===== config.mk =====
export PLATFORM = sky130hd
export DESIGN_NAME = http_request_byte_parser
export DESIGN_NICKNAME = d
export VERILOG_FILES = /design/src/hdl/hrbp_pkg.sv /design/src/hdl/hrbp_classify.sv /design/src/hdl/hrbp_dec_acc.sv /design/src/hdl/hrbp_engine.sv /design/src/hdl/http_request_byte_parser.sv
export SDC_FILE = /design/constraint.sdc
export NUM_CORES = 1
export LEC_CHECK = 0
export BUFFER_PORTS_ARGS = -buffer_cell sky130_fd_sc_hd__clkbuf_2
export CAP_MARGIN = 20
export CORE_AREA = 2 2 143 200
export CTS_CLUSTER_DIAMETER = 150
export DETAILED_ROUTE_END_ITERATION = 10
export DIE_AREA = 0 0 145 202
export PLACE_DENSITY_LB_ADDON = 0.2
export REMOVE_ABC_BUFFERS = 1
export SETUP_SLACK_MARGIN = 0.4
export SLEW_MARGIN = 15
export SYNTH_ARGS = -nofsm -noshare
export SYNTH_HDL_FRONTEND = slang
export SYNTH_SLANG_ARGS = --single-unit

===== constraint.sdc =====
create_clock -name clk -period 6.95 [get_ports clk]
set_input_delay 0.695 -clock clk [delete_from_list [all_inputs] [get_ports clk]]
set_output_delay 0.695 -clock clk [all_outputs]
set_load 0.005 [all_outputs]

===== src/hdl/hrbp_pkg.sv =====
package hrbp_pkg;

	typedef struct packed {
		logic       command;
		logic [7:0] data_byte;
	} in_item_t;

	typedef struct packed {
		logic [1:0] status;
		logic [2:0] byte_class;
		logic       header_begins;
		logic [7:0] byte_echo;
		logic [7:0] version_major;
		logic [7:0] version_minor;
		logic       method_is_get;
	} out_item_t;

	// per-byte character classes shared by the parser
	typedef struct packed {
		logic ctl;
		logic token;
		logic digit;
		logic sp;
		logic ht;
		logic cr;
		logic lf;
		logic colon;
	} chr_flags_t;

	typedef enum logic [22:0] {
		ST_MSTART    = 23'h000001,
		ST_METHOD    = 23'h000002,
		ST_URI_START = 23'h000004,
		ST_URI       = 23'h000008,
		ST_VH        = 23'h000010,
		ST_VT1       = 23'h000020,
		ST_VT2       = 23'h000040,
		ST_VP        = 23'h000080,
		ST_VSLASH    = 23'h000100,
		ST_MAJ_START = 23'h000200,
		ST_MAJ       = 23'h000400,
		ST_MIN_START = 23'h000800,
		ST_MIN       = 23'h001000,
		ST_NL1       = 23'h002000,
		ST_HLS       = 23'h004000,
		ST_LWS       = 23'h008000,
		ST_HNAME     = 23'h010000,
		ST_SPACE     = 23'h020000,
		ST_HVAL      = 23'h040000,
		ST_NL2       = 23'h080000,
		ST_NL3       = 23'h100000,
		ST_BODY      = 23'h200000,
		ST_HALT      = 23'h400000
	} parse_state_t;

	localparam logic [1:0] STATUS_MORE = 2'd0;
	localparam logic [1:0] STATUS_DONE = 2'd1;
	localparam logic [1:0] STATUS_BAD  = 2'd2;

	localparam logic [2:0] CLS_DELIM  = 3'd0;
	localparam logic [2:0] CLS_METHOD = 3'd1;
	localparam logic [2:0] CLS_URI    = 3'd2;
	localparam logic [2:0] CLS_HNAME  = 3'd3;
	localparam logic [2:0] CLS_HVAL   = 3'd4;
	localparam logic [2:0] CLS_BODY   = 3'd5;

	localparam logic [7:0] CH_HT    = 8'h09;
	localparam logic [7:0] CH_LF    = 8'h0A;
	localparam logic [7:0] CH_CR    = 8'h0D;
	localparam logic [7:0] CH_SP    = 8'h20;
	localparam logic [7:0] CH_DOT   = 8'h2E;
	localparam logic [7:0] CH_SLASH = 8'h2F;
	localparam logic [7:0] CH_COLON = 8'h3A;
	localparam logic [7:0] CH_H     = 8'h48;
	localparam logic [7:0] CH_P     = 8'h50;
	localparam logic [7:0] CH_T     = 8'h54;
	localparam logic [7:0] CH_DEL   = 8'h7F;
	localparam logic [7:0] CH_LAST_CTL = 8'h1F;
	localparam logic [7:0] CASE_OFFSET = 8'h20;

	localparam logic [1:0] GET_LEN  = 2'd3;
	localparam logic [3:0] NAME_LEN = 4'd14;

	function automatic logic [7:0] get_char(input logic [1:0] idx);
		logic [7:0] ch;
		case (idx)
			2'd0: ch = 8'h47;
			2'd1: ch = 8'h45;
			2'd2: ch = 8'h54;
			default: ch = 8'h00;
		endcase
		return ch;
	endfunction

	// lower-case content-length
	function automatic logic [7:0] name_char(input logic [3:0] idx);
		logic [7:0] ch;
		case (idx)
			4'd0:  ch = 8'h63;
			4'd1:  ch = 8'h6F;
			4'd2:  ch = 8'h6E;
			4'd3:  ch = 8'h74;
			4'd4:  ch = 8'h65;
			4'd5:  ch = 8'h6E;
			4'd6:  ch = 8'h74;
			4'd7:  ch = 8'h2D;
			4'd8:  ch = 8'h6C;
			4'd9:  ch = 8'h65;
			4'd10: ch = 8'h6E;
			4'd11: ch = 8'h67;
			4'd12: ch = 8'h74;
			4'd13: ch = 8'h68;
			default: ch = 8'h00;
		endcase
		return ch;
	endfunction

endpackage


===== src/hdl/hrbp_classify.sv =====
module hrbp_classify
	import hrbp_pkg::*;
(
	input  logic [7:0] ch,
	output chr_flags_t flags
);

	logic sep;

	always_comb begin
		sep = ch inside {8'h28, 8'h29, 8'h3C, 8'h3E, 8'h40, 8'h2C, 8'h3B, 8'h3A, 8'h5C,
			8'h22, 8'h2F, 8'h5B, 8'h5D, 8'h3F, 8'h3D, 8'h7B, 8'h7D, CH_SP, CH_HT};
		flags.ctl   = (ch <= CH_LAST_CTL) || (ch == CH_DEL);
		flags.token = !ch[7] && !flags.ctl && !sep;
		flags.digit = ch inside {[8'h30:8'h39]};
		flags.sp    = (ch == CH_SP);
		flags.ht    = (ch == CH_HT);
		flags.cr    = (ch == CH_CR);
		flags.lf    = (ch == CH_LF);
		flags.colon = (ch == CH_COLON);
	end

endmodule


===== src/hdl/hrbp_dec_acc.sv =====
module hrbp_dec_acc #(
	parameter int BITS = 8
) (
	input  logic [BITS-1:0] acc,
	input  logic [3:0]      digit,
	output logic [BITS-1:0] sum
);

	localparam int W = BITS + 4;

	logic [W-1:0] ext;
	logic [W-1:0] prod;

	// acc * 10 + digit, clamped to all ones
	always_comb begin
		ext  = W'(acc);
		prod = (ext << 3) + (ext << 1) + W'(digit);
		sum  = (|prod[W-1:BITS]) ? {BITS{1'b1}} : prod[BITS-1:0];
	end

endmodule


===== src/hdl/hrbp_engine.sv =====
module hrbp_engine
	import hrbp_pkg::*;
#(
	parameter int LENGTH_BITS  = 24,
	parameter int VERSION_BITS = 8
) (
	input  logic      clk,
	input  logic      arst_n,
	input  logic      step,
	input  in_item_t  item,
	output out_item_t result
);

	parse_state_t state_q, state_d;
	logic [1:0] get_cnt_q, get_cnt_d;
	logic get_miss_q, get_miss_d;
	logic hdr_seen_q, hdr_seen_d;
	logic [VERSION_BITS-1:0] major_q, major_d;
	logic [VERSION_BITS-1:0] minor_q, minor_d;
	logic [3:0] name_idx_q, name_idx_d;
	logic name_miss_q, name_miss_d;
	logic len_active_q, len_active_d;
	logic [LENGTH_BITS-1:0] body_len_q, body_len_d;
	logic [LENGTH_BITS-1:0] body_cnt_q, body_cnt_d;

	chr_flags_t fl;
	logic [7:0] ch;
	logic [7:0] lc;
	logic [VERSION_BITS-1:0] major_acc;
	logic [VERSION_BITS-1:0] minor_acc;
	logic [LENGTH_BITS-1:0] len_acc;
	logic [LENGTH_BITS-1:0] cnt_inc;
	logic [VERSION_BITS+7:0] major_ext;
	logic [VERSION_BITS+7:0] minor_ext;
	logic get_hit;
	logic name_hit;
	logic bad;
	logic [1:0] status;
	logic [2:0] cls;
	logic hb;

	assign ch = item.data_byte;
	assign lc = (ch inside {[8'h41:8'h5A]}) ? ch + CASE_OFFSET : ch;

	hrbp_classify u_classify (
		.ch    (ch),
		.flags (fl)
	);

	hrbp_dec_acc #(.BITS(VERSION_BITS)) u_major_acc (
		.acc   (major_q),
		.digit (ch[3:0]),
		.sum   (major_acc)
	);

	hrbp_dec_acc #(.BITS(VERSION_BITS)) u_minor_acc (
		.acc   (minor_q),
		.digit (ch[3:0]),
		.sum   (minor_acc)
	);

	hrbp_dec_acc #(.BITS(LENGTH_BITS)) u_len_acc (
		.acc   (body_len_q),
		.digit (ch[3:0]),
		.sum   (len_acc)
	);

	assign cnt_inc  = body_cnt_q + LENGTH_BITS'(1);
	assign get_hit  = (get_cnt_q != GET_LEN) && (ch == get_char(get_cnt_q));
	assign name_hit = (name_idx_q < NAME_LEN) && (lc == name_char(name_idx_q));

	always_comb begin
		state_d      = state_q;
		get_cnt_d    = get_cnt_q;
		get_miss_d   = get_miss_q;
		hdr_seen_d   = hdr_seen_q;
		major_d      = major_q;
		minor_d      = minor_q;
		name_idx_d   = name_idx_q;
		name_miss_d  = name_miss_q;
		len_active_d = len_active_q;
		body_len_d   = body_len_q;
		body_cnt_d   = body_cnt_q;
		bad    = 1'b0;
		status = STATUS_MORE;
		cls    = CLS_DELIM;
		hb     = 1'b0;

		if (item.command) begin
			state_d      = ST_MSTART;
			get_cnt_d    = '0;
			get_miss_d   = 1'b0;
			hdr_seen_d   = 1'b0;
			major_d      = '0;
			minor_d      = '0;
			name_idx_d   = '0;
			name_miss_d  = 1'b0;
			len_active_d = 1'b0;
			body_len_d   = '0;
			body_cnt_d   = '0;
		end else begin
			case (state_q)
				ST_MSTART, ST_METHOD: begin
					if (state_q == ST_METHOD && fl.sp) begin
						state_d = ST_URI_START;
					end else if (fl.token) begin
						state_d = ST_METHOD;
						cls = CLS_METHOD;
						if (get_hit) get_cnt_d = get_cnt_q + 2'd1;
						else get_miss_d = 1'b1;
					end else bad = 1'b1;
				end
				ST_URI_START: begin
					if (fl.ctl) bad = 1'b1;
					else begin
						state_d = ST_URI;
						cls = CLS_URI;
					end
				end
				ST_URI: begin
					if (fl.sp) state_d = ST_VH;
					else if (fl.ctl) bad = 1'b1;
					else cls = CLS_URI;
				end
				ST_VH: begin
					if (ch == CH_H) state_d = ST_VT1;
					else bad = 1'b1;
				end
				ST_VT1: begin
					if (ch == CH_T) state_d = ST_VT2;
					else bad = 1'b1;
				end
				ST_VT2: begin
					if (ch == CH_T) state_d = ST_VP;
					else bad = 1'b1;
				end
				ST_VP: begin
					if (ch == CH_P) state_d = ST_VSLASH;
					else bad = 1'b1;
				end
				ST_VSLASH: begin
					if (ch == CH_SLASH) begin
						major_d = '0;
						minor_d = '0;
						state_d = ST_MAJ_START;
					end else bad = 1'b1;
				end
				ST_MAJ_START: begin
					if (fl.digit) begin
						major_d = major_acc;
						state_d = ST_MAJ;
					end else bad = 1'b1;
				end
				ST_MAJ: begin
					if (ch == CH_DOT) state_d = ST_MIN_START;
					else if (fl.digit) major_d = major_acc;
					else bad = 1'b1;
				end
				ST_MIN_START: begin
					if (fl.digit) begin
						minor_d = minor_acc;
						state_d = ST_MIN;
					end else bad = 1'b1;
				end
				ST_MIN: begin
					if (fl.cr) state_d = ST_NL1;
					else if (fl.digit) minor_d = minor_acc;
					else bad = 1'b1;
				end
				ST_NL1: begin
					if (fl.lf) state_d = ST_HLS;
					else bad = 1'b1;
				end
				ST_HLS: begin
					if (fl.cr) state_d = ST_NL3;
					else if (hdr_seen_q && (fl.sp || fl.ht)) state_d = ST_LWS;
					else if (fl.token) begin
						hb = 1'b1;
						cls = CLS_HNAME;
						hdr_seen_d = 1'b1;
						len_active_d = 1'b0;
						// name match restarts at the first character
						if (lc == name_char(4'd0)) begin
							name_idx_d = 4'd1;
							name_miss_d = 1'b0;
						end else begin
							name_idx_d = 4'd0;
							name_miss_d = 1'b1;
						end
						state_d = ST_HNAME;
					end else bad = 1'b1;
				end
				ST_LWS, ST_HVAL: begin
					if (fl.cr) state_d = ST_NL2;
					else if (state_q == ST_LWS && (fl.sp || fl.ht)) begin
					end else if (fl.ctl) bad = 1'b1;
					else begin
						state_d = ST_HVAL;
						cls = CLS_HVAL;
						if (len_active_q) begin
							if (fl.digit) body_len_d = len_acc;
							else if (!fl.sp && !fl.ht) len_active_d = 1'b0;
						end
					end
				end
				ST_HNAME: begin
					if (fl.colon) begin
						state_d = ST_SPACE;
						if (!name_miss_q && name_idx_q == NAME_LEN) begin
							len_active_d = 1'b1;
							body_len_d = '0;
						end
					end else if (fl.token) begin
						cls = CLS_HNAME;
						if (!name_miss_q) begin
							if (name_hit) name_idx_d = name_idx_q + 4'd1;
							else name_miss_d = 1'b1;
						end
					end else bad = 1'b1;
				end
				ST_SPACE: begin
					if (fl.sp) state_d = ST_HVAL;
					else bad = 1'b1;
				end
				ST_NL2: begin
					if (fl.lf) state_d = ST_HLS;
					else bad = 1'b1;
				end
				ST_NL3: begin
					if (!fl.lf) bad = 1'b1;
					else if ((get_cnt_q == GET_LEN && !get_miss_q) || body_len_q == '0) begin
						status = STATUS_DONE;
						state_d = ST_HALT;
					end else begin
						body_cnt_d = '0;
						state_d = ST_BODY;
					end
				end
				ST_BODY: begin
					cls = CLS_BODY;
					body_cnt_d = cnt_inc;
					if (cnt_inc >= body_len_q) begin
						status = STATUS_DONE;
						state_d = ST_HALT;
					end
				end
				default: bad = 1'b1;
			endcase

			if (bad) begin
				state_d = ST_HALT;
				status = STATUS_BAD;
				cls = CLS_DELIM;
				hb = 1'b0;
			end
		end
	end

	assign major_ext = {8'd0, major_d};
	assign minor_ext = {8'd0, minor_d};

	always_comb begin
		result.status        = status;
		result.byte_class    = cls;
		result.header_begins = hb;
		result.byte_echo     = ch;
		result.version_major = major_ext[7:0];
		result.version_minor = minor_ext[7:0];
		result.method_is_get = (get_cnt_d == GET_LEN) && !get_miss_d;
	end

	always_ff @(posedge clk or negedge arst_n) begin
		if (!arst_n) begin
			state_q      <= ST_MSTART;
			get_cnt_q    <= '0;
			get_miss_q   <= 1'b0;
			hdr_seen_q   <= 1'b0;
			major_q      <= '0;
			minor_q      <= '0;
			name_idx_q   <= '0;
			name_miss_q  <= 1'b0;
			len_active_q <= 1'b0;
			body_len_q   <= '0;
			body_cnt_q   <= '0;
		end else if (step) begin
			state_q      <= state_d;
			get_cnt_q    <= get_cnt_d;
			get_miss_q   <= get_miss_d;
			hdr_seen_q   <= hdr_seen_d;
			major_q      <= major_d;
			minor_q      <= minor_d;
			name_idx_q   <= name_idx_d;
			name_miss_q  <= name_miss_d;
			len_active_q <= len_active_d;
			body_len_q   <= body_len_d;
			body_cnt_q   <= body_cnt_d;
		end
	end

	// a finished or rejected request parks the parser
	assert property (@(posedge clk) disable iff (!arst_n)
		step && !item.command && result.status != STATUS_MORE |=> state_q == ST_HALT)
		else $error("parser not halted after final status");

	// once halted, only a restart leaves
	assert property (@(posedge clk) disable iff (!arst_n)
		state_q == ST_HALT && !(step && item.command) |=> state_q == ST_HALT)
		else $error("parser left halt without restart");

	assert property (@(posedge clk) disable iff (!arst_n)
		result.header_begins |-> result.byte_class == CLS_HNAME && state_q == ST_HLS)
		else $error("header start outside header line start");

endmodule


===== src/hdl/http_request_byte_parser.sv =====
// HTTP/1.1 request byte parser.
// Request channel: req_valid/req_ready carry req_item, one byte per item with a
// command bit; command 1 restarts the parser at the method token and yields no
// result, command 0 feeds data_byte through the parser.
// Response channel: rsp_valid/rsp_ready carry rsp_item, one item per data byte:
// status (need more, complete, malformed), byte class, header start flag, the
// byte itself, the parsed version and whether the method is exactly GET.
// A byte accepted into the input register is parsed from there; its result is
// registered in the output register together with the parser state update.
// Throughput: one item per cycle while results are taken; the only loop is the
// parser state update between the input register and the result register.
// Reset clears the parser to the method start and empties both registers.
// When the receiver stalls, the result waits in the output register, the next
// byte waits in the input register, and req_ready drops until the result is
// taken. After completion or a malformed byte every data byte answers
// malformed until a restart item arrives.
module http_request_byte_parser
	import hrbp_pkg::*;
#(
	parameter int LENGTH_BITS  = 24,
	parameter int VERSION_BITS = 8
) (
	input  logic      clk,
	input  logic      arst_n,
	input  logic      req_valid,
	output logic      req_ready,
	input  in_item_t  req_item,
	output logic      rsp_valid,
	input  logic      rsp_ready,
	output out_item_t rsp_item
);

	logic      valid_s1;
	in_item_t  item_s1;
	logic      advance;
	out_item_t result;
	logic      rsp_valid_q;
	out_item_t rsp_item_q;

	// a restart item never needs room in the result register
	assign advance   = valid_s1 && (item_s1.command || !rsp_valid_q || rsp_ready);
	assign req_ready = !valid_s1 || advance;

	always_ff @(posedge clk or negedge arst_n) begin
		if (!arst_n) begin
			valid_s1 <= 1'b0;
		end else if (req_ready) begin
			valid_s1 <= req_valid;
		end
	end

	always_ff @(posedge clk) begin
		if (req_valid && req_ready) begin
			item_s1 <= req_item;
		end
	end

	hrbp_engine #(
		.LENGTH_BITS  (LENGTH_BITS),
		.VERSION_BITS (VERSION_BITS)
	) u_engine (
		.clk    (clk),
		.arst_n (arst_n),
		.step   (advance),
		.item   (item_s1),
		.result (result)
	);

	always_ff @(posedge clk or negedge arst_n) begin
		if (!arst_n) begin
			rsp_valid_q <= 1'b0;
		end else if (advance && !item_s1.command) begin
			rsp_valid_q <= 1'b1;
		end else if (rsp_ready) begin
			rsp_valid_q <= 1'b0;
		end
	end

	always_ff @(posedge clk) begin
		if (advance && !item_s1.command) begin
			rsp_item_q <= result;
		end
	end

	assign rsp_valid = rsp_valid_q;
	assign rsp_item  = rsp_item_q;

	assert property (@(posedge clk) disable iff (!arst_n)
		valid_s1 && !item_s1.command && rsp_valid_q && !rsp_ready |-> !req_ready)
		else $error("byte taken while both registers are blocked");

	assert property (@(posedge clk) disable iff (!arst_n)
		advance && item_s1.command && !rsp_ready |=> rsp_valid_q == $past(rsp_valid_q))
		else $error("restart item changed the response register");

	assert property (@(posedge clk) disable iff (!arst_n)
		rsp_valid_q && rsp_item_q.status == STATUS_BAD |->
			rsp_item_q.byte_class == CLS_DELIM && !rsp_item_q.header_begins)
		else $error("malformed item carries a byte class");

endmodule


; After elaboration in Yosys (flattened, before gate mapping)
; Memories as Yosys holds them, arrays and structs flattened.
; Index checks and enable logic that the tools add are counted.
[word_totals]
regBits = 139
romBits = 112
in_bits = 13
output_inout_bits = 33
word_cells = 343
mem_count = 1
[op_classes]
n_addsub = 10
magnitude_cmp = 7
eq_ne = 95
mux = 144
n_bitwise = 1
reduce_logical = 62
[mem_list]
columns = name, words, word_bits, rd, rd_clocked_by_memory_dff, write_ports, line_no
row1 = (no name shown), 16, 7, 1, 0, 0, hrbp_pkg.sv:98  ; case (idx)
[ops]
columns = cell, n
row1 = 2-to-1 mux 23 bit, 27
row2 = case mux 23 bit (19 select lines), 1
row3 = 2-to-1 mux 24 bit, 12
row4 = "equality test 8 x 6 -> 1 bit, second input constant", 13
row5 = case mux 24 bit (2 select lines), 2
row6 = "equality test 8 x 7 -> 1 bit, second input constant", 11
row7 = 2-to-1 mux 8 bit, 11
row8 = 2-to-1 mux 1 bit, 57
row9 = "inequality test 4 x 2 -> 1 bit, second input constant", 14
row10 = case mux 8 bit (3 select lines), 2
row11 = 2-to-1 mux 4 bit, 8
row12 = adder 27 x 25 -> 28 bit, 1
row13 = adder 28 x 4 -> 28 bit, 1
row14 = adder 11 x 9 -> 12 bit, 2
row15 = adder 12 x 4 -> 12 bit, 2
row16 = "adder 24 x 1 -> 24 bit, second input constant", 1
row17 = "equality test 8 x 4 -> 1 bit, second input constant", 3
row18 = greater-or-equal comparator 24 bit, 1
row19 = logical NOT 24 bit, 1
row20 = "inequality test 3 x 2 -> 1 bit, second input constant", 8
row21 = "inequality test 3 bit, second input constant", 8
row22 = "equality test 23 x 1 -> 1 bit, second input constant", 1
row23 = "equality test 23 x 10 -> 1 bit, second input constant", 1
row24 = "equality test 23 x 11 -> 1 bit, second input constant", 1
row25 = other kinds (69), 130

; Longest topological paths before layout
[depth]
depth_word = 12
depth_mapped = 19
ltp_nobuf = 17

; By module
; Synthesis repeated with hierarchy kept, for this count alone.
[unflattened]
hier_cells = 1324
hier_area_um2 = 12054.1
[modules_own_cells]
columns = module, n_inst, cells_per_inst, area_each_um2, seq_area_each_um2
row1 = hrbp_engine, 1, 852, 7313.3, 2428.6
row2 = hrbp_dec_acc at u_engine.u_len_acc, 1, 246, 2079.5, 0.0
row3 = http_request_byte_parser, 1, 52, 1313.8, 1251.2
row4 = hrbp_dec_acc at u_engine.u_minor_acc, 1, 68, 555.5, 0.0
row5 = hrbp_dec_acc at u_engine.u_major_acc, 1, 67, 548.0, 0.0
row6 = hrbp_classify, 1, 39, 244.0, 0.0

; Least setup slack after synthesis
; Ideal clock, no wire load.
[synth_timing]
kind = flip-flop to flip-flop
startpoint = register u_engine.body_cnt_q[0]
endpoint = register u_engine.state_q[1]
setup_time_ns = 0.125
arrival_time_ns = 4.103
t_required_ns = 6.825
setup_slack_ns = 2.722
path_stages_with_launch = 18
n_path_buf = 2
period_less_slack_ns = 4.228
cell_sequence = dfrtp_1 -> nand3_1 -> nor3_1 -> nand2_1 -> nor4_1 -> nand3_1 -> nor2_1 -> nand3_1 -> xnor2_1 -> ha_1 -> nand4_1 -> a311oi_1 -> nor2_1 -> a2111oi_4 -> o21ba_1 -> buf_6 -> buf_8 -> mux2_4
[synth_between]
elab_chain_len = 4
[synth_rtl]
columns = element, line_no
row1 = from (decl), hrbp_engine.sv:24  ; logic [LENGTH_BITS-1:0] body_cnt_q, body_cnt_d;
row2 = from (signal assigned), hrbp_engine.sv:296  ; body_cnt_q <= body_cnt_d;
row3 = adder 24 x 1 -> 24 bit, hrbp_engine.sv:68  ; assign cnt_inc = body_cnt_q + LENGTH_BITS'(1);
row4 = greater-or-equal comparator 24 bit, hrbp_engine.sv:242  ; if (cnt_inc >= body_len_q) begin
row5 = inequality test 4 x 2 -> 1 bit (no source line), n/a
row6 = AND reduction 22 bit (no source line), n/a
row7 = to (signal assigned), hrbp_engine.sv:286  ; state_q <= state_d;
row8 = to (decl), hrbp_engine.sv:14  ; parse_state_t state_q, state_d;
; No other way between the ends.
; A chain may end at the register's enable or synchronous reset.

; Worst setup path in the final report
[layout_timing]
startpoint = register u_engine.body_cnt_q[0]
endpoint = register u_engine.state_q[22]
; Same word-level chain as after synthesis.

==> run summary <==
Wirelength per Cell: 18.2 µm
Critical Path Source Type: flip-flop
DR vias: 9,228
CP Max Fanout: 14
Number of DRC markers in iteration 0: 478
Post-route setup TNS: 0 ns
Max_cap viols: 0
Final hold slack: 0.169 ns
Seq pwr share: 41.6%
Status: completed
Setup ws final: 1.46 ns
Synth unique cells: 87
Leak: 5.79 nW
Worst EP arrival: 5.81 ns
Largest net degree at the start of global routing: 74
Die Y: 202 µm
Worst path slowest cell: o21ba_1
Fillers: 2,701
Mapped Area: 10,800 µm²
Crit path time final: 5.49 ns
Row count: 72
Cell with the most instances after synthesis: nand2_1
Core Area: 27,500 µm²
Internal Power: 1.60 mW
Synth async-reset ratio: 71.2%
IO Port Bufs: 45
Setup-failing EPs final: 0
Worst Skew: 0.0103 ns
CTS tree: done
Starting Density: 39.4%
Die ar.: 29,300 µm²
DP Cell Count: 1,578
Cells after Synth: 1,197
Grt ovf: 0
Final Hold Fails: 0
Vias per inst: 5.72
CTS Sinks: 139
Routed Antenna Nets: 0
Synth top area share: 22.6%
Synth Area per Inst: 9.05 µm²
Period utilization: 79.0%
Root Driver: clkbuf_16
Vias in the first global route: 9,278
Finished Cell Area: 12,100 µm²
Total inserted antenna cells: 0
Flops & latches, synth: 139
TritonCTS buffer count: 17
Pwr dens: 180 nW/µm²
Peak supply drop: 0.000191 V
Post-synth top cells: nand2_1, ha_1, dfrtp_1
Longest Clk Path Bufs: 2
Final cell count without fillers: 1,612
Critical path endpoint category: flip-flop
Gpl congestion: 0.908
Clock power frac: 45.8%
Share of layout cells above drive strength 1: 9.82%
First-pass GRT wire length: 47,900 µm
Drt pass-1 iters: 5
Comb power frac: 12.6%
Upper clock frequency limit: 182 MHz
HP Class: in2async
Clock slew at reported path FFs: 0.07 ns
Final design utilization: 43.9%
CP Class: reg2reg
Synthesis-to-finish area growth: 11.4%
Die W: 145 µm
Total track usage: 20.2%
Post-DP Area: 11,400 µm²
Initial antenna violation count: 0
Worst-Skew Late Latency: 0.44 ns
Worst slew pin tran: 0.936 ns
Synth Warn #: 0
Number of I/O pins: 46
Hold-fix buffers, CTS: 0
Unrepaired setup endpoints after global routing: no
Slew HR: 37.0%
Net switching power: 0.576 mW
Seq/Total Area, Yosys: 34.0%
Final WL: 29,400 µm
# resized after CTS: 0
Max-slew violations: 0
Cell type with the largest total area after synthesis: dfrtp_1
DP HPWL: 21,400 µm
Critical Path RT: 7.28 ns
Max incr delay on CP: 0.72 ns
Htree depth: 4
Nets: 1,362
Drc violations: 0
Pre-CTS WS: 1.49 ns
Power Total: 2.17 mW
Top_reg_cell synth: dfrtp_1
Setup bufs post-CTS: 0
Area contributors post-synth: dfrtp_1, ha_1, edfxtp_1
EDFF count, synth: 40
Crit-path cells: nand3_1, nor3_1, nand2_1, nor4_1, nand3_1, nor2_1, xor2_1, ha_1, a21o_1, a21o_1, a21oi_1, o21ai_0, nor2_1, a2111oi_4, o21ba_1, buf_4, mux2_2
Net Sw Frac: 26.5%
## cells in the final DEF (no fill, tap or decap), types with 19 or more instances in the layout
cell      count
nand2_1     142
ha_1        114
dfrtp_1      98
nor2_1       81
o21ai_0      70
inv_1        61
a21oi_1      60
clkbuf_2     44
edfxtp_1     40
xnor2_1      38
nand3_1      31
nor4_1       28
a21o_1       26
xor2_1       25
a22oi_1      23
nor3_1       21
nand4_1      21
and3_1       19
## cell type report
class	instances	area, µm²	share of cell area [%]
Multi-Input combinational cell	947	6690	55.4
Sequential cell	139	3680	30.5
Tap cell	370	463	3.84
Clock buffer	20	437	3.62
Timing Repair Buffer	61	365	3.03
Inverter	63	236	1.96
Clock inverter	12	195	1.62
## critical path, delay by kind of cell (launching register included)
family,cells,cell delay [ns]
AOI/OAI and AO/OA,6,1.44
xor gates and xnor gates,1,0.19
adders and majority gates,1,0.26
buffers and inverters,1,0.34
DFF,1,0.42
muxes,1,0.35
and+or+nand+nor,7,2.39
## logic make-up after synthesis
| kind of cell | share of synthesized area (%) |
|---|---|
| AND/OR/NAND/NOR | 21.1 |
| AO/OA/AOI/OAI | 18.6 |
| buffers and inverters | 4.35 |
| multiplexers | 2.61 |
| adder cells (fa/ha/maj) | 14.3 |
| XOR/XNOR | 5.09 |
| flip-flops | 34.0 |
## power groups by stage
stage	Sequential, mW	Clock (mW)	Combinational [mW]
after floorplan	0.910	0	0.171
after global placement	0.917	0	0.270
after detailed placement	0.918	0	0.271
after CTS	0.903	1.01	0.272
after global routing	0.907	1.05	0.301
final	0.903	0.996	0.274
## registers in the layout (all words and copies together) (netlist names)
name / cells
item_s1: 9
rsp_item: 31
rsp_valid: 1
u_engine.body_cnt_q: 24
u_engine.body_len_q: 24
u_engine.get_cnt_q: 2
u_engine.get_miss_q: 1
u_engine.hdr_seen_q: 1
u_engine.len_active_q: 1
u_engine.major_q: 8
u_engine.minor_q: 8
u_engine.name_idx_q: 4
u_engine.name_miss_q: 1
u_engine.state_q: 23
valid_s1: 1
## worst paths after layout
check	from	slack, ns	endpoint	cells after the start
max reg2reg	u_engine.body_cnt_q[0]	1.46	u_engine.state_q[22]	17
max	u_engine.body_cnt_q[0]	1.46	u_engine.state_q[22]	17
min reg2reg	u_engine.body_cnt_q[23]	0.51	u_engine.body_cnt_q[23]	1
min	arst_n	0.17	u_engine.body_len_q[20]	1
min in group clk	req_item[1]	0.43	item_s1[1]	1
max in group asynchronous	arst_n	5.71	u_engine.state_q[0]	3
## metal layers
layer	GRT usage (%)	wire (µm)	vias up
met5	0	0	-
met4	7.67	757	0
met3	2.89	1000	50
met2	36.8	14900	212
met1	24.1	12700	4467
li1	-	-	4499
No activity file was read; power rests on OpenSTA's default activity.
